### src/hw/rtl/sumc_pkg.sv
`default_nettype none
package sumc_pkg;

  typedef enum logic [1:0] {
    OP_TICK  = 2'd0,
    OP_READ  = 2'd1,
    OP_WRITE = 2'd2
  } op_e;

  localparam int unsigned NUM_CH = 4;

  // Channel numbers on the forward port
  localparam logic [2:0] CH_NONE  = 3'd0;
  localparam logic [2:0] CH_ONE   = 3'd1;
  localparam logic [2:0] CH_TWO   = 3'd2;
  localparam logic [2:0] CH_THREE = 3'd3;
  localparam logic [2:0] CH_FOUR  = 3'd4;

  // Configuration register indexes
  localparam logic [2:0] CFG_COLOR_MODE = 3'd0;
  localparam logic [2:0] CFG_GAIN_ONE   = 3'd1;
  localparam logic [2:0] CFG_GAIN_TWO   = 3'd2;
  localparam logic [2:0] CFG_GAIN_THREE = 3'd3;
  localparam logic [2:0] CFG_GAIN_FOUR  = 3'd4;

  localparam logic [8:0] GAIN_UNITY = 9'd256;

  // Register map
  localparam logic [15:0] ADDR_CH1_LO    = 16'hFF10;
  localparam logic [15:0] ADDR_CH1_HI    = 16'hFF14;
  localparam logic [15:0] ADDR_CH2_HI    = 16'hFF19;
  localparam logic [15:0] ADDR_CH3_HI    = 16'hFF1E;
  localparam logic [15:0] ADDR_CH4_HI    = 16'hFF23;
  localparam logic [15:0] ADDR_CH1_LEN   = 16'hFF11;
  localparam logic [15:0] ADDR_CH2_LEN   = 16'hFF16;
  localparam logic [15:0] ADDR_CH3_LEN   = 16'hFF1B;
  localparam logic [15:0] ADDR_CH4_LEN   = 16'hFF20;
  localparam logic [15:0] ADDR_MASTER    = 16'hFF24;
  localparam logic [15:0] ADDR_PAN       = 16'hFF25;
  localparam logic [15:0] ADDR_POWER     = 16'hFF26;
  localparam logic [15:0] ADDR_UNUSED_LO = 16'hFF27;
  localparam logic [15:0] ADDR_UNUSED_HI = 16'hFF2F;
  localparam logic [15:0] ADDR_WAVE_LO   = 16'hFF30;
  localparam logic [15:0] ADDR_WAVE_HI   = 16'hFF3F;

  localparam logic [7:0] LEN_MASK    = 8'h3F;
  localparam logic [7:0] UNUSED_READ = 8'hFF;
  localparam logic [2:0] POWER_FILL  = 3'b111;

  typedef struct packed {
    logic [1:0]  op;
    logic [15:0] address;
    logic [7:0]  wr_byte;
    logic [3:0]  level_one;
    logic [3:0]  level_two;
    logic [3:0]  level_three;
    logic [3:0]  level_four;
    logic [3:0]  active_flags;
    logic [7:0]  channel_read_data;
  } in_item_t;

  typedef struct packed {
    logic [7:0]         rd_byte;
    logic               length_strobe;
    logic               sweep_strobe;
    logic               envelope_strobe;
    logic [2:0]         phase_now;
    logic               sample_valid;
    logic signed [15:0] left_sample;
    logic signed [15:0] right_sample;
    logic [2:0]         forward_channel;
    logic               forward_write;
    logic [7:0]         forward_data;
    logic               power_off_pulse;
  } out_item_t;

  // Sequencer results for one item
  typedef struct packed {
    logic       length;
    logic       sweep;
    logic       envelope;
    logic       sample_fire;
    logic [2:0] phase_next;
  } seq_t;

  // Register decode results for one item
  typedef struct packed {
    logic [7:0] rd_byte;
    logic [2:0] fwd_ch;
    logic       fwd_wr;
    logic [7:0] fwd_data;
    logic       pwr_down;
    logic       phase_clr;
  } dec_t;

  function automatic logic [2:0] channel_of(input logic [15:0] a);
    logic [2:0] ch;
    ch = CH_NONE;
    if (a >= ADDR_CH1_LO && a <= ADDR_CH1_HI) ch = CH_ONE;
    else if (a > ADDR_CH1_HI && a <= ADDR_CH2_HI) ch = CH_TWO;
    else if (a > ADDR_CH2_HI && a <= ADDR_CH3_HI) ch = CH_THREE;
    else if (a > ADDR_CH3_HI && a <= ADDR_CH4_HI) ch = CH_FOUR;
    else if (a >= ADDR_WAVE_LO && a <= ADDR_WAVE_HI) ch = CH_THREE;
    return ch;
  endfunction

endpackage
`default_nettype wire

### src/hw/rtl/sumc_ifs.sv
`default_nettype none
interface sumc_in_if;
  logic                valid;
  logic                ready;
  sumc_pkg::in_item_t  data;
  modport source (output valid, output data, input ready);
  modport sink (input valid, input data, output ready);
endinterface

interface sumc_out_if;
  logic                valid;
  logic                ready;
  sumc_pkg::out_item_t data;
  modport source (output valid, output data, input ready);
  modport sink (input valid, input data, output ready);
endinterface
`default_nettype wire

### src/hw/rtl/sumc_seq.sv
`default_nettype none
module sumc_seq #(
  parameter int unsigned FRAME_PERIOD  = 8192,
  parameter int unsigned SAMPLE_PERIOD = 95
) (
  input  wire logic         clk_i,
  input  wire logic         rst_ni,
  input  wire logic         tick_i,
  input  wire logic         phase_clr_i,
  output sumc_pkg::seq_t    seq_o
);

  localparam int unsigned FW = $clog2(FRAME_PERIOD + 1);
  localparam int unsigned SW = $clog2(SAMPLE_PERIOD + 1);

  logic [FW-1:0] frame_q, frame_d;
  logic [SW-1:0] sample_q, sample_d;
  logic [2:0]    phase_q, phase_d;
  logic          frame_fire, sample_fire;

  assign frame_fire  = tick_i && (frame_q <= FW'(1));
  assign sample_fire = tick_i && (sample_q <= SW'(1));

  always_comb begin
    frame_d  = frame_q;
    sample_d = sample_q;
    phase_d  = phase_q;
    if (tick_i) begin
      frame_d  = frame_fire ? FW'(FRAME_PERIOD) : frame_q - FW'(1);
      sample_d = sample_fire ? SW'(SAMPLE_PERIOD) : sample_q - SW'(1);
      if (frame_fire) phase_d = phase_q + 3'd1;
    end
    if (phase_clr_i) phase_d = 3'd0;
  end

  assign seq_o.length      = frame_fire && !phase_q[0];
  assign seq_o.sweep       = frame_fire && (phase_q == 3'd2 || phase_q == 3'd6);
  assign seq_o.envelope    = frame_fire && (phase_q == 3'd7);
  assign seq_o.sample_fire = sample_fire;
  assign seq_o.phase_next  = phase_d;

  always_ff @(posedge clk_i or negedge rst_ni) begin
    if (!rst_ni) begin
      frame_q  <= FW'(FRAME_PERIOD);
      sample_q <= SW'(SAMPLE_PERIOD);
      phase_q  <= 3'd0;
    end else begin
      frame_q  <= frame_d;
      sample_q <= sample_d;
      phase_q  <= phase_d;
    end
  end

endmodule
`default_nettype wire

### src/hw/rtl/sumc_mix.sv
`default_nettype none
module sumc_mix (
  input  wire logic [sumc_pkg::NUM_CH-1:0][3:0] level_i,
  input  wire logic [sumc_pkg::NUM_CH-1:0][8:0] gain_i,
  input  wire logic [3:0]                       pan_left_i,
  input  wire logic [3:0]                       pan_right_i,
  output logic signed [15:0]                    left_o,
  output logic signed [15:0]                    right_o
);

  logic [sumc_pkg::NUM_CH-1:0][12:0] prod;
  logic [5:0] sum_l, sum_r, off_l, off_r;

  always_comb begin
    sum_l = '0;
    sum_r = '0;
    for (int i = 0; i < sumc_pkg::NUM_CH; i++) begin
      prod[i] = 13'(level_i[i]) * 13'(gain_i[i]);
      // keep the Q8 integer part of each term
      if (pan_left_i[i])  sum_l = sum_l + 6'(prod[i][11:8]);
      if (pan_right_i[i]) sum_r = sum_r + 6'(prod[i][11:8]);
    end
    // remove the midpoint; the difference fits six signed bits
    off_l = sum_l - 6'd32;
    off_r = sum_r - 6'd32;
  end

  assign left_o  = {off_l, 10'd0};
  assign right_o = {off_r, 10'd0};

endmodule
`default_nettype wire

### src/hw/rtl/sumc_regs.sv
`default_nettype none
module sumc_regs (
  input  wire logic        clk_i,
  input  wire logic        rst_ni,
  input  wire logic        step_i,
  input  wire logic [1:0]  op_i,
  input  wire logic [15:0] address_i,
  input  wire logic [7:0]  wr_byte_i,
  input  wire logic [3:0]  active_flags_i,
  input  wire logic [7:0]  channel_read_data_i,
  input  wire logic        color_mode_i,
  output sumc_pkg::dec_t   dec_o,
  output logic [3:0]       pan_left_o,
  output logic [3:0]       pan_right_o
);

  logic       powered_q, powered_d;
  logic       vin_l_q, vin_l_d, vin_r_q, vin_r_d;
  logic [2:0] master_l_q, master_l_d, master_r_q, master_r_d;
  logic [3:0] pan_l_q, pan_l_d, pan_r_q, pan_r_d;
  logic [2:0] ch;

  assign ch = sumc_pkg::channel_of(address_i);

  always_comb begin
    dec_o      = '0;
    powered_d  = powered_q;
    vin_l_d    = vin_l_q;
    vin_r_d    = vin_r_q;
    master_l_d = master_l_q;
    master_r_d = master_r_q;
    pan_l_d    = pan_l_q;
    pan_r_d    = pan_r_q;
    case (op_i)
      sumc_pkg::OP_READ: begin
        if (ch != sumc_pkg::CH_NONE) begin
          dec_o.fwd_ch  = ch;
          dec_o.rd_byte = channel_read_data_i;
        end else if (address_i == sumc_pkg::ADDR_MASTER) begin
          dec_o.rd_byte = {vin_l_q, master_l_q, vin_r_q, master_r_q};
        end else if (address_i == sumc_pkg::ADDR_PAN) begin
          dec_o.rd_byte = {pan_l_q, pan_r_q};
        end else if (address_i == sumc_pkg::ADDR_POWER) begin
          dec_o.rd_byte = {powered_q, sumc_pkg::POWER_FILL, active_flags_i};
        end else if (address_i >= sumc_pkg::ADDR_UNUSED_LO &&
                     address_i <= sumc_pkg::ADDR_UNUSED_HI) begin
          dec_o.rd_byte = sumc_pkg::UNUSED_READ;
        end
      end
      sumc_pkg::OP_WRITE: begin
        if (address_i == sumc_pkg::ADDR_POWER) begin
          powered_d = wr_byte_i[7];
          if (powered_q && !wr_byte_i[7]) begin
            dec_o.pwr_down = 1'b1;
            vin_l_d    = 1'b0;
            vin_r_d    = 1'b0;
            master_l_d = '0;
            master_r_d = '0;
            pan_l_d    = '0;
            pan_r_d    = '0;
          end else if (!powered_q && wr_byte_i[7]) begin
            dec_o.phase_clr = step_i;
          end
        end else if (address_i >= sumc_pkg::ADDR_WAVE_LO &&
                     address_i <= sumc_pkg::ADDR_WAVE_HI) begin
          // wave memory stays reachable while powered off
          dec_o.fwd_ch   = sumc_pkg::CH_THREE;
          dec_o.fwd_wr   = 1'b1;
          dec_o.fwd_data = wr_byte_i;
        end else if (!powered_q) begin
          if (!color_mode_i) begin
            if (address_i == sumc_pkg::ADDR_CH1_LEN) begin
              dec_o.fwd_ch   = sumc_pkg::CH_ONE;
              dec_o.fwd_wr   = 1'b1;
              dec_o.fwd_data = wr_byte_i & sumc_pkg::LEN_MASK;
            end else if (address_i == sumc_pkg::ADDR_CH2_LEN) begin
              dec_o.fwd_ch   = sumc_pkg::CH_TWO;
              dec_o.fwd_wr   = 1'b1;
              dec_o.fwd_data = wr_byte_i & sumc_pkg::LEN_MASK;
            end else if (address_i == sumc_pkg::ADDR_CH3_LEN) begin
              dec_o.fwd_ch   = sumc_pkg::CH_THREE;
              dec_o.fwd_wr   = 1'b1;
              dec_o.fwd_data = wr_byte_i;
            end else if (address_i == sumc_pkg::ADDR_CH4_LEN) begin
              dec_o.fwd_ch   = sumc_pkg::CH_FOUR;
              dec_o.fwd_wr   = 1'b1;
              dec_o.fwd_data = wr_byte_i & sumc_pkg::LEN_MASK;
            end
          end
        end else if (ch != sumc_pkg::CH_NONE) begin
          dec_o.fwd_ch   = ch;
          dec_o.fwd_wr   = 1'b1;
          dec_o.fwd_data = wr_byte_i;
        end else if (address_i == sumc_pkg::ADDR_MASTER) begin
          master_r_d = wr_byte_i[2:0];
          vin_r_d    = wr_byte_i[3];
          master_l_d = wr_byte_i[6:4];
          vin_l_d    = wr_byte_i[7];
        end else if (address_i == sumc_pkg::ADDR_PAN) begin
          pan_r_d = wr_byte_i[3:0];
          pan_l_d = wr_byte_i[7:4];
        end
      end
      default: begin
      end
    endcase
  end

  assign pan_left_o  = pan_l_q;
  assign pan_right_o = pan_r_q;

  always_ff @(posedge clk_i or negedge rst_ni) begin
    if (!rst_ni) begin
      powered_q  <= 1'b0;
      vin_l_q    <= 1'b0;
      vin_r_q    <= 1'b0;
      master_l_q <= '0;
      master_r_q <= '0;
      pan_l_q    <= '0;
      pan_r_q    <= '0;
    end else if (step_i) begin
      powered_q  <= powered_d;
      vin_l_q    <= vin_l_d;
      vin_r_q    <= vin_r_d;
      master_l_q <= master_l_d;
      master_r_q <= master_r_d;
      pan_l_q    <= pan_l_d;
      pan_r_q    <= pan_r_d;
    end
  end

endmodule
`default_nettype wire

### src/hw/rtl/sound_unit_sequencer_mixer_control.sv
`default_nettype none
// Sound unit control: frame sequencer, four-channel mixer and register decode.
// Each input item (tick, register read or register write) gives exactly one
// result item. An item is captured in an input register, decoded against the
// sound registers and sequencer state, and written to the output register
// once that register is free or being drained; one item is taken every cycle
// as long as the output side keeps taking results. Configuration (color mode,
// channel gains) is to be written by the user through the plain write port
// while no item is in flight; the block itself does not enforce this. Gains
// above unity saturate.
module sound_unit_sequencer_mixer_control #(
  parameter int unsigned FRAME_PERIOD  = 8192,
  parameter int unsigned SAMPLE_PERIOD = 95
) (
  input  wire logic       clk_i,
  input  wire logic       rst_ni,
  input  wire logic       cfg_we_i,
  input  wire logic [2:0] cfg_idx_i,
  input  wire logic [8:0] cfg_wdata_i,
  sumc_in_if.sink         in_i,
  sumc_out_if.source      out_o
);

  logic                 s1_valid_q, s1_valid_d;
  sumc_pkg::in_item_t   s1_item_q;
  logic                 out_valid_q, out_valid_d;
  sumc_pkg::out_item_t  out_item_q, out_item_d;
  logic                 in_acc, step, is_tick;

  logic                 color_mode_q;
  logic [sumc_pkg::NUM_CH-1:0][8:0] gain_q;
  logic [8:0]           gain_sat;

  sumc_pkg::seq_t       seq;
  sumc_pkg::dec_t       dec;
  logic [3:0]           pan_l, pan_r;
  logic signed [15:0]   mix_l, mix_r;
  logic [sumc_pkg::NUM_CH-1:0][3:0] levels;

  // advance the decode stage when the output register is free or drains
  assign step        = s1_valid_q && (!out_valid_q || out_o.ready);
  assign in_i.ready  = !s1_valid_q || step;
  assign in_acc      = in_i.valid && in_i.ready;
  assign s1_valid_d  = in_acc || (s1_valid_q && !step);
  assign out_valid_d = step || (out_valid_q && !out_o.ready);
  assign is_tick     = (s1_item_q.op == sumc_pkg::OP_TICK);

  assign levels = {s1_item_q.level_four, s1_item_q.level_three,
                   s1_item_q.level_two, s1_item_q.level_one};

  sumc_seq #(
    .FRAME_PERIOD (FRAME_PERIOD),
    .SAMPLE_PERIOD(SAMPLE_PERIOD)
  ) u_seq (
    .clk_i      (clk_i),
    .rst_ni     (rst_ni),
    .tick_i     (step && is_tick),
    .phase_clr_i(dec.phase_clr),
    .seq_o      (seq)
  );

  sumc_regs u_regs (
    .clk_i              (clk_i),
    .rst_ni             (rst_ni),
    .step_i             (step),
    .op_i               (s1_item_q.op),
    .address_i          (s1_item_q.address),
    .wr_byte_i          (s1_item_q.wr_byte),
    .active_flags_i     (s1_item_q.active_flags),
    .channel_read_data_i(s1_item_q.channel_read_data),
    .color_mode_i       (color_mode_q),
    .dec_o              (dec),
    .pan_left_o         (pan_l),
    .pan_right_o        (pan_r)
  );

  sumc_mix u_mix (
    .level_i    (levels),
    .gain_i     (gain_q),
    .pan_left_i (pan_l),
    .pan_right_i(pan_r),
    .left_o     (mix_l),
    .right_o    (mix_r)
  );

  always_comb begin
    out_item_d                 = '0;
    out_item_d.rd_byte         = dec.rd_byte;
    out_item_d.length_strobe   = seq.length;
    out_item_d.sweep_strobe    = seq.sweep;
    out_item_d.envelope_strobe = seq.envelope;
    out_item_d.phase_now       = seq.phase_next;
    out_item_d.sample_valid    = seq.sample_fire;
    out_item_d.left_sample     = seq.sample_fire ? mix_l : 16'sd0;
    out_item_d.right_sample    = seq.sample_fire ? mix_r : 16'sd0;
    out_item_d.forward_channel = dec.fwd_ch;
    out_item_d.forward_write   = dec.fwd_wr;
    out_item_d.forward_data    = dec.fwd_data;
    out_item_d.power_off_pulse = dec.pwr_down;
  end

  assign gain_sat = (cfg_wdata_i > sumc_pkg::GAIN_UNITY) ? sumc_pkg::GAIN_UNITY
                                                          : cfg_wdata_i;

  always_ff @(posedge clk_i or negedge rst_ni) begin
    if (!rst_ni) begin
      color_mode_q <= 1'b0;
      gain_q       <= {sumc_pkg::NUM_CH{sumc_pkg::GAIN_UNITY}};
    end else if (cfg_we_i) begin
      unique case (cfg_idx_i)
        sumc_pkg::CFG_COLOR_MODE: color_mode_q <= cfg_wdata_i[0];
        sumc_pkg::CFG_GAIN_ONE:   gain_q[0]    <= gain_sat;
        sumc_pkg::CFG_GAIN_TWO:   gain_q[1]    <= gain_sat;
        sumc_pkg::CFG_GAIN_THREE: gain_q[2]    <= gain_sat;
        sumc_pkg::CFG_GAIN_FOUR:  gain_q[3]    <= gain_sat;
        default: begin
        end
      endcase
    end
  end

  always_ff @(posedge clk_i or negedge rst_ni) begin
    if (!rst_ni) begin
      s1_valid_q  <= 1'b0;
      out_valid_q <= 1'b0;
    end else begin
      s1_valid_q  <= s1_valid_d;
      out_valid_q <= out_valid_d;
    end
  end

  always_ff @(posedge clk_i) begin
    if (in_acc) s1_item_q <= in_i.data;
    if (step) out_item_q <= out_item_d;
  end

  assign out_o.valid = out_valid_q;
  assign out_o.data  = out_item_q;

endmodule
`default_nettype wire

### src/flat_wrapper.sv
// flat-port wrapper written by rule: the top's interface ports become plain ports
module sound_unit_sequencer_mixer_control_flat 
#(
  parameter int unsigned FRAME_PERIOD  = 8192,
  parameter int unsigned SAMPLE_PERIOD = 95
)
  (clk_i, rst_ni, cfg_we_i, cfg_idx_i, cfg_wdata_i, in_i_valid, in_i_data, in_i_ready, out_o_valid, out_o_data, out_o_ready);
  sumc_in_if in_i_i ();
  sumc_out_if out_o_i ();
  input  wire logic clk_i;
  input  wire logic rst_ni;
  input  wire logic cfg_we_i;
  input  wire logic [2:0] cfg_idx_i;
  input  wire logic [8:0] cfg_wdata_i;
  input wire logic [$bits(in_i_i.valid)-1:0] in_i_valid;
  input wire logic [$bits(in_i_i.data)-1:0] in_i_data;
  output wire logic [$bits(in_i_i.ready)-1:0] in_i_ready;
  output wire logic [$bits(out_o_i.valid)-1:0] out_o_valid;
  output wire logic [$bits(out_o_i.data)-1:0] out_o_data;
  input wire logic [$bits(out_o_i.ready)-1:0] out_o_ready;
  assign in_i_i.valid = in_i_valid;
  assign in_i_i.data = in_i_data;
  assign in_i_ready = in_i_i.ready;
  assign out_o_valid = out_o_i.valid;
  assign out_o_data = out_o_i.data;
  assign out_o_i.ready = out_o_ready;
  sound_unit_sequencer_mixer_control #(.FRAME_PERIOD(FRAME_PERIOD), .SAMPLE_PERIOD(SAMPLE_PERIOD)) u_core (.clk_i(clk_i), .rst_ni(rst_ni), .cfg_we_i(cfg_we_i), .cfg_idx_i(cfg_idx_i), .cfg_wdata_i(cfg_wdata_i), .in_i(in_i_i), .out_o(out_o_i));
endmodule
### config.mk
export PLATFORM = sky130hd
export DESIGN_NAME = sound_unit_sequencer_mixer_control_flat
export DESIGN_NICKNAME = d
export VERILOG_FILES = /design/src/hw/rtl/sumc_pkg.sv /design/src/hw/rtl/sumc_ifs.sv /design/src/hw/rtl/sumc_seq.sv /design/src/hw/rtl/sumc_mix.sv /design/src/hw/rtl/sumc_regs.sv /design/src/hw/rtl/sound_unit_sequencer_mixer_control.sv /design/src/flat_wrapper.sv
export SDC_FILE = /design/constraint.sdc
export NUM_CORES = 1
export LEC_CHECK = 0
export BUFFER_PORTS_ARGS = -buffer_cell sky130_fd_sc_hd__buf_4
export CORE_MARGIN = 1.5
export CORE_UTILIZATION = 54
export DETAILED_ROUTE_END_ITERATION = 12
export MAX_ROUTING_LAYER = met4
export PLACE_DENSITY_LB_ADDON = 0.25
export SYNTH_ARGS = -nofsm -noshare
export SYNTH_HDL_FRONTEND = slang
export SYNTH_SLANG_ARGS = --single-unit
### constraint.sdc
create_clock -name clk_i -period 6.4 [get_ports clk_i]
set_input_delay 1.92 -clock clk_i [delete_from_list [all_inputs] [get_ports clk_i]]
set_output_delay 1.92 -clock clk_i [all_outputs]
set_load 0.02 [all_outputs]
==> results.md, run 1 <==
* Post-synth top cells: 173 x nand2_1, 121 x inv_1, 94 x edfxtp_1
* Clk root buf: clkbuf_16
* Slew Viols, Final at 0
* DP HPWL at about 19000 um
* #FFs+latches synth at roughly 170
* Post-Synth Adder-Cell Area at 0.187
* Worst min-delay path class: reg -> reg
* Max_cap viols at 0
* Total GRT Usage at 0.232
* Area leader, netlist: edfxtp_1
* Setup WS pre-CTS at -61.9 ps
* Sequential-to-total area share from yosys stat at 0.402
* Slew headroom at 0.500
* Final setup vio count at 0
* Die width at between 150 and 200 um
* Hold Buf Count CTS at 0
* ANT cells at 0
* Maximum vdd drop at roughly 0.00026 V
* CP Capture Type: register
* Clk Latency, worst-skew pair at 430 ps
* DR iter-0 viols at ~610
* Fin. Hold Viols at 0
* IO Pins at 133
* RSZ-0062 raised after global routing: yes
* GP Congestion at slightly below 0.9
* CTS Buffer Depth at 2
* Skew final at about 13 ps
* Die Y at ~150 um
* Tightest Pin Transition at 750 ps
* FP Rows at 54
* Largest net degree at the start of global routing at 55
* Critical path buffers and inverters at 4
* Max H-tree Level at 4
* Avg Cell Area, Syn at 10.1 um^2
* Crit path required time at approximately 6600 ps
* Cell Area, Synth at 12000 um^2
* CP max stage delay at between 500 and 600 ps
* Vias in the first global route at roughly 8700
* First-pass GRT wire length at between 40000 and 50000 um
* NumNets Final at around 1500
* Wirelength per Cell at about 16 um
* Synth unique cells at 77
* Highest clock rate at approximately 0.16 GHz
* Initial antenna violation count at 0
* Routed WL at between 20000 and 30000 um
* Clk slew on worst S/H paths at 70 ps
* DR vias at a little under 9000
* CP most frequent cell: fa_1
* Post-synthesis compound-gate area fraction at 0.108
* Family with the most delay on the worst path: adder cells
* Simple-gate portion of the synthesized area at 0.182
* Outcome: finished clean
* YS warnings at 0
* Largest family of logic cells by synthesized area: adder cells
* Top cells by area, synth: edfxtp_1 23%, dfrtp_1 14%, fa_1 9.7%
* Cell Chain, Critical Path: buf_4 -> and2_1 -> fa_1 -> inv_1 -> fa_1 -> inv_1 -> ha_1 -> a41o_4 -> o21a_1 -> a211oi_2 -> buf_4 -> nand2_2 -> fa_1 -> mux2i_2 -> fa_1 -> nand2_1 -> o31ai_1 -> a31o_2 -> ha_4 -> a21o_1 -> a21oi_2 -> o21bai_1 -> a31oi_1 -> nor3_2
* CP Launch Type: register
* Worst Path Arrival at 6440 ps
* Die ar. at approximately 23000 um^2
* Fin util at 0.643
* DR vias/cell at 5.50
* CTS Sinks at between 150 and 200
* Count leader, synth: nand2_1
* Slowest cell on the critical path: fa_1
* Initial Util at 0.551
* CP Class: reg -> reg
* Pleak at 6.62 nW
* DRC at 0
* Buffers on Ports at approximately 110
* Crit path max fanout at 5
* Period utilization at 0.982
* Synthesized instance count at 1193
* Worst setup margin at between 100 and 150 ps
* PnR Total Power at about 4.8 mW
* Core ar. at ~22000 um^2
* CTS tree: yes
* PwrDens at ~340 nW/um^2
* Layout cells sized above 1 at 0.192
* Min Tclk post-route at 6280 ps
* Mux contribution to synthesized area at 0.0261
* Async set-or-reset flop fraction in the synthesized netlist at 0.460
* Synth top area share at 0.235
* Area Overhead vs Synth at 16.7%
* Antenna-violating nets left at 0
* Top FF cell, synth: edfxtp_1
* Cts bufs inserted at 17
* Overflow after GRT at 0
* Number of synthesized flops with an enable pin at 94
* Post-synthesis xor/xnor area fraction at 0.0335
* Initial DRT Pass Iterations at 5
-- final timing paths --
| check | cells past startpoint | end | slack, ps | startpoint |
|---|---|---|---|---|
| setup reg to reg | 24 | u_core.out_o.data[28] | 120 | u_core.gain_q[2] |
| min in group asynchronous | 1 | u_core.gain_q[12] | 1390 | rst_ni |
| hold reg to reg | 1 | u_core.u_regs.master_l_q[2] | 520 | u_core.u_regs.master_l_q[2] |
| max in group asynchronous | 2 | u_core.gain_q[4] | 3960 | rst_ni |
| setup / recovery | 24 | u_core.out_o.data[28] | 120 | u_core.gain_q[2] |
| hold / removal | 1 | u_core.u_regs.master_l_q[2] | 520 | u_core.u_regs.master_l_q[2] |
-- what timing repair did --
item	CTS	global route
endpoints found under the setup margin	3	9
resized for setup	4	48
pin swaps	0	24
buffers inserted	0	12
-- sequential cells by signal, indices dropped and copies added (netlist names) --
name	flops
u_core.gain_q	36
u_core.u_regs.master_l_q	3
u_core.color_mode_q	1
u_core.u_regs.vin_l_q	1
u_core.out_o.data	40
u_core.u_regs.pan_right_o	4
u_core.s1_item_q	38
u_core.u_regs.master_r_q	3
u_core.levels	16
u_core.u_seq.sample_q	7
u_core.u_regs.vin_r_q	1
u_core.out_o.valid	1
u_core.u_regs.pan_left_o	4
u_core.s1_valid_q	1
u_core.u_regs.powered_q	1
u_core.u_seq.phase_q	3
u_core.u_seq.frame_q	14
-- placed cells by master (no fill, tap or decap), types with 21 or more instances in the layout --
master    count
xnor2_1      26
nor2_1       60
nand2b_1     21
buf_4       136
and2_1       67
ha_1         78
o21ai_0      61
dfrtp_1      68
a21oi_1      39
edfxtp_1     94
nand2_1     172
inv_1       119
fa_1         57
-- cells by family after synthesis --
logic type | Yosys count
XOR/XNOR | 46
multiplexers | 29
adder cells (fa/ha/maj) | 145
AND/OR/NAND/NOR | 433
other | 1
flip-flops | 174
buffers and inverters | 171
AO/OA/AOI/OAI | 194
-- cell type report --
cell class | instances | area, um^2
tap | 280 | 350
sequential | 174 | 4840
clock inverter | 15 | 170
multi-input combinational | 867 | 6770
inverter | 121 | 454
fill | 1751 | 7790
timing repair buffer | 136 | 1020
clock buffer | 17 | 425
-- stage by stage --
step,instance area [um^2],setup TNS (ps),cells,hold slack (ps)
final,14000,0,1610,515
after global routing,14000,-261,1610,539
after CTS,13700,0,1598,516
after detailed placement,13100,-84.2,1566,498
after global placement,13100,0,1566,488
after floorplan,12100,0,1212,463
-- where the power goes --
part           internal (mW)  total, mW  switching (mW)
registers               1.36       1.50           0.141
logic                   1.04       2.25            1.21
clock network          0.557       1.05           0.491
total                   2.96       4.79            1.84
-- worst reg2reg max path, stage by stage, from the launching register on --
cell and delay (ps):
dfrtp_1 400, buf_4 150, and2_1 160, fa_1 500, inv_1 50, fa_1 520
inv_1 40, ha_1 330, a41o_4 300, o21a_1 240, a211oi_2 300, buf_4 190
nand2_2 80, fa_1 520, mux2i_2 240, fa_1 460, nand2_1 70, o31ai_1 80
a31o_2 290, ha_4 240, a21o_1 190, a21oi_2 220, o21bai_1 140, a31oi_1 240
nor3_2 60
-- routing by layer --
layer  global-route usage  wire, um
met2                0.387     13100
met3               0.0336       877
met4               0.0596       350
met1                0.299     11500
met5                    -         0
No activity file was read; power rests on OpenSTA's default activity.
==> run 2: changes to the inputs <==
--- a/config.mk
+++ b/config.mk
@@ -6,8 +6,10 @@
 export NUM_CORES = 1
 export LEC_CHECK = 0
 export BUFFER_PORTS_ARGS = -buffer_cell sky130_fd_sc_hd__buf_4
+export CELL_PAD_IN_SITES_DETAIL_PLACEMENT = 1
+export CELL_PAD_IN_SITES_GLOBAL_PLACEMENT = 1
 export CORE_MARGIN = 1.5
-export CORE_UTILIZATION = 54
+export CORE_UTILIZATION = 42
 export DETAILED_ROUTE_END_ITERATION = 12
 export MAX_ROUTING_LAYER = met4
 export PLACE_DENSITY_LB_ADDON = 0.25
==> results.md, run 2 (synthesis gave the netlist of run 1 again) <==
* FP Rows at slightly above 60
* DR vias at around 9000
* Leading cell type in the layout, fill and taps excluded: nand2_1
* CP Launch Type: register
* Max H-tree Level at 4
* Antenna-violating nets left at 0
* CTS Sinks at roughly 170
* Buffers on Ports at between 100 and 150
* Fin. Hold Viols at 0
* Wirelength per Cell at ~17 um
* NumNets Final at 1537
* DR iter-0 viols at 411
* PwrDens at around 340 nW/um^2
* Vias in the first global route at between 9000 and 10000
* Worst Path Arrival at 6520 ps
* CP Class: reg -> reg
* ANT cells at 0
* RSZ-0062 raised after global routing: yes
* Maximum vdd drop at ~0.00026 V
* Area Overhead vs Synth at 18.7%
* Pleak at approximately 6.7 nW
* DP HPWL at around 22000 um
* Crit path required time at about 6700 ps
* Initial DRT Pass Iterations at 5
* Max_cap viols at 0
* Crit path max fanout at 5
* Setup TNS at 0 ps
* Dpl cell area at about 13000 um^2
* Filler Cell Count at 3112
* GP Congestion at between 0.8 and 0.9
* Final setup vio count at 0
* CTS Buffer Depth at 2
* Highest clock rate at 0.160 GHz
* Max reg flops at 40
* Total GRT Usage at 0.215
* Cts bufs inserted at 17
* Initial Util at 0.429
* Die Y at roughly 170 um
* Initial antenna violation count at 0
* First-pass GRT wire length at approximately 48000 um
* Period utilization at 0.978
* Core ar. at 28000 um^2
* Clk root buf: clkbuf_16
* DR vias/cell at between 5 and 6
* Slew headroom at 0.378
* Overflow after GRT at 0
* Largest net degree at the start of global routing at a little under 70
* Routed WL at 29500 um
* IO Pins at roughly 130
* Min Tclk post-route at between 6000 and 7000 ps
* Die width at roughly 170 um
* PnR Total Power at 4.92 mW
* CP Capture Type: register
* Slew Viols, Final at 0
* Clk slew on worst S/H paths at about 70 ps
* Outcome: finished clean
* Die ar. at slightly below 30000 um^2
* Cell area after layout at around 14000 um^2
* Clk Latency, worst-skew pair at ~440 ps
* CTS tree: yes
* Tightest Pin Transition at about 930 ps
* Most frequent cells in the layout: 171 x nand2_1, 139 x buf_4, 115 x inv_1
* Skew final at 8.85 ps
* Worst min-delay path class: reg -> reg
* Layout cells sized above 1 at 0.205
* Reg2reg setup slack at 140 ps
* DRC at 0
run 2: cell count changes in the layout (fill, tap and decap cells not counted), moves of 3 or more:
cell / previous run / this run
buf_4: 136 / 139
fa_2: 1 / 4
ha_4: 8 / 5
inv_2: 2 / 6
inv_1: 119 / 115
a21oi_1: 39 / 36
a21oi_2: 4 / 7
fa_1: 57 / 54
run 2: power by group:
| part | switching (mW) | internal (mW) | total (mW) | leakage (nW) |
|---|---|---|---|---|
| Clock | 0.493 | 0.641 | 1.13 | 0.308 |
| Sequential | 0.146 | 1.36 | 1.50 | 1.88 |
| Combinational | 1.23 | 1.05 | 2.28 | 4.50 |
run 2: layer usage:
metal | global-route usage | vias to the layer above | wire (um)
met1 | 0.264 | 4474 | 13100
met3 | 0.0302 | 30 | 864
met4 | 0.0567 | 0 | 408
met2 | 0.371 | 141 | 15100
met5 | - | - | 0
li1 | - | 4273 | -
run 2: layout make-up:
type / instances / area, um^2 / area share
clock buffer: 18 / 439 / 0.0308
timing repair buffer: 140 / 1050 / 0.0739
multi-input combinational: 867 / 6820 / 0.478
sequential: 174 / 4840 / 0.339
inverter: 121 / 454 / 0.0318
tap: 378 / 473 / 0.0331
clock inverter: 14 / 193 / 0.0135
run 2: worst max-delay path: stages, from the launching register on:
cell and delay (ps):
edfxtp_1 450, and2_4 200, fa_1 560, inv_2 50, fa_1 520, inv_2 50
ha_4 210, and4_1 150, a41o_4 280, o211a_1 260, o311ai_4 350, nor2_1 110
ha_2 210, inv_2 60, fa_2 440, mux2i_4 200, fa_1 430, nand2_1 90
o31ai_2 80, a31o_2 290, ha_4 220, a21o_1 160, a21oi_2 180, o21bai_1 120
and4_1 220, nor3_2 210
run 2: worst paths after layout:
kind / startpoint / to / cells past startpoint
max: u_core.levels[1] / u_core.out_o.data[28] / 25
min: u_core.s1_valid_q / u_core.out_o.valid / 1
max reg2reg: u_core.levels[1] / u_core.out_o.data[28] / 25
min reg2reg: u_core.s1_valid_q / u_core.out_o.valid / 1
max in group asynchronous: rst_ni / u_core.u_seq.sample_q[5] / 2
min in group asynchronous: rst_ni / u_core.gain_q[14] / 1
run 2: what timing repair did:
item	CTS	global route
cloned	0	0
setup buffers	2	10
endpoints found under the setup margin	6	8
hold buffers	0	0
pin swaps	6	44
resized for setup	8	62
run 2: per-stage QoR:
step | worst slack [ps] | util | std cells | hold WS (ps)
floorplan | 338 | - | 1212 | 463
global placement | -0.0329 | 0.473 | 1668 | 483
detailed placement | -183 | 0.473 | 1668 | 507
CTS | -0.0506 | 0.497 | 1702 | 532
global route | -88.4 | 0.510 | 1712 | 553
finish | 141 | 0.510 | 1712 | 529
==> run 3: changes to the inputs <==
--- a/config.mk
+++ b/config.mk
@@ -5,11 +5,12 @@
 export SDC_FILE = /design/constraint.sdc
 export NUM_CORES = 1
 export LEC_CHECK = 0
+export ABC_AREA = 1
 export BUFFER_PORTS_ARGS = -buffer_cell sky130_fd_sc_hd__buf_4
 export CELL_PAD_IN_SITES_DETAIL_PLACEMENT = 1
 export CELL_PAD_IN_SITES_GLOBAL_PLACEMENT = 1
 export CORE_MARGIN = 1.5
-export CORE_UTILIZATION = 42
+export CORE_UTILIZATION = 40
 export DETAILED_ROUTE_END_ITERATION = 12
 export MAX_ROUTING_LAYER = met4
 export PLACE_DENSITY_LB_ADDON = 0.25
==> constraint.sdc (replaced) <==
create_clock -name clk_i -period 6.4 [get_ports clk_i]
set_input_delay 1.92 -clock clk_i [delete_from_list [all_inputs] [get_ports clk_i]]
set_output_delay 1.92 -clock clk_i [all_outputs]
set_load 0.05 [all_outputs]
==> results.md, run 3 <==
* Clk slew on worst S/H paths at 70 ps
* PwrDens at between 200 and 250 nW/um^2
* YS warnings at 0
* Worst setup margin at 409 ps
* Filler Cell Count at between 3000 and 4000
* Top FF cell, synth: edfxtp_1
* Async set-or-reset flop fraction in the synthesized netlist at 0.460
* CTS Buffer Depth at 2
* Most frequent cells in the layout: 365 x nand2_1, 292 x inv_1, 119 x buf_4
* Multi-input logic area at 6410 um^2
* Pleak at 7.65 nW
* Fin. Hold Viols at 0
* CP Class: reg -> reg
* DR vias at between 10000 and 15000
* CTS tree: yes
* Maximum vdd drop at approximately 0.0002 V
* CTS Sinks at between 150 and 200
* Worst Path Arrival at 6200 ps
* Area leader, netlist: edfxtp_1
* Clk Latency, worst-skew pair at between 400 and 500 ps
* Min Tclk post-route at ~6000 ps
* Fin util at 0.469
* Family with the most delay on the worst path: adder cells
* Layout cells sized above 1 at 0.150
* Cell area after layout at 14400 um^2
* Buffers on Ports at 112
* Clk root buf: clkbuf_16
* Synthesized instance count at ~1500
* Area Overhead vs Synth at 14.4%
* Max_cap viols at 0
* Hold Buf Count CTS at 0
* Synth top area share at 0.223
* Setup WS pre-CTS at around 250 ps
* #FFs+latches synth at around 170
* CP max stage delay at about 530 ps
* ANT cells at 0
* Cell Area, Synth at between 10000 and 15000 um^2
* Wirelength per Cell at between 15 and 20 um
* Cells after DPL at between 1500 and 2000
* Initial Util at 0.410
* Dpl cell area at about 14000 um^2
* Die Y at 181 um
* Leading cell type in the layout, fill and taps excluded: nand2_1
* Number of synthesized flops with an enable pin at 94
* Crit path required time at approximately 6600 ps
* Initial DRT Pass Iterations at 6
* Antenna-violating nets left at 0
* Overflow after GRT at 0
* Routed WL at 32300 um
* Final setup vio count at 0
* Tightest Pin Transition at 807 ps
* Total GRT Usage at 0.216
* Max H-tree Level at 4
* Initial antenna violation count at 0
* Period utilization at 0.936
* Core ar. at about 30000 um^2
* First-pass GRT wire length at 54300 um
* FP Rows at 64
* Highest clock rate at between 0.15 and 0.2 GHz
* Sequential-to-total area share from yosys stat at 0.383
* DRC at 0
* Die width at 181 um
* Synth unique cells at 57
* Slew headroom at 0.462
* Reg2reg setup slack at just over 400 ps
* Top cells by area, synth: edfxtp_1 22%, dfrtp_1 14%, nand2_1 11%
* Critical path buffers and inverters at 4
* Largest net degree at the start of global routing at 55
* DR vias/cell at just under 5
* GP Congestion at about 0.85
* Slew Viols, Final at 0
* Slowest cell on the critical path: edfxtp_1
* Avg Cell Area, Syn at approximately 8.4 um^2
* CP Launch Type: register
* Sequential standard cell area at 4840 um^2
* Worst min-delay path class: reg -> reg
* Skew final at 12.3 ps
* Max reg flops at 40
* Outcome: finished clean
* CP Capture Type: register
* Die ar. at between 30000 and 40000 um^2
* NumNets Final at 1832
* Vias in the first global route at 10900
* Cts bufs inserted at 17
* DR iter-0 viols at around 380
* Count leader, synth: nand2_1
* Final Non-Filler Cells at around 2000
* Crit path max fanout at 9
* IO Pins at approximately 130
* Post-synth top cells: 367 x nand2_1, 293 x inv_1, 94 x edfxtp_1
* DP HPWL at 25300 um
## run 3: cell types whose count changed in the layout (fill, tap and decap cells not counted), sizes merged, moves of 22 or more
| cell | delta |
|---|---|
| nand2 | +210 |
| inv | +189 |
| and2 | -73 |
| nand3 | +44 |
| nor2 | +40 |
| o21ai | +25 |
| nand2b | -22 |
## run 3: repair_timing
action | in CTS | in global routing
resized for setup | 0 | 14
hold endpoints to repair | 0 | 0
endpoints found under the setup margin | 0 | 6
setup buffers | 0 | 4
## run 3: through the flow
stage	TNS, ps	power [mW]	hold WS, ps
after floorplan	0	2.18	442
after global placement	0	2.44	474
after detailed placement	0	2.49	479
after CTS	0	3.60	500
after global routing	-18.6	3.80	515
final	0	3.56	502
## run 3: worst paths after layout
path,end,cells after the start,start
max,u_core.out_o.data[28],29,u_core.levels[5]
max in group asynchronous,u_core.u_seq.phase_q[2],2,rst_ni
min reg2reg,u_core.u_seq.sample_q[6],1,u_core.u_seq.sample_q[5]
min,u_core.u_seq.sample_q[6],1,u_core.u_seq.sample_q[5]
max reg2reg,u_core.out_o.data[28],29,u_core.levels[5]
min in group asynchronous,u_core.gain_q[5],1,rst_ni
## run 3: cell type report
type | count | share of cell area
clock buffer | 17 | 0.0294
clock inverter | 15 | 0.0133
inverter | 316 | 0.0823
multi-input combinational | 988 | 0.444
sequential | 174 | 0.335
tap | 396 | 0.0343
timing repair buffer | 119 | 0.0618
## run 3: logic make-up after synthesis
group,count (synthesis),synth area share
compound gates,207,0.0936
buf+inv,364,0.118
fa+ha+maj,145,0.178
simple gates,586,0.206
xor+xnor,30,0.0208
flops,174,0.383
other cells,1,0.000297
## run 3: layer usage
| layer | global-route usage | routed length (um) |
|---|---|---|
| met5 | - | 0 |
| met4 | 0.0692 | 725 |
| met3 | 0.0312 | 935 |
| met2 | 0.360 | 15600 |
| met1 | 0.271 | 15000 |
## run 3: power breakdown
group / total [mW] / internal (mW) / switching, mW
clock network: 1.09 / 0.565 / 0.523
registers: 1.47 / 1.33 / 0.139
logic: 1.00 / 0.355 / 0.649
total: 3.56 / 2.25 / 1.31
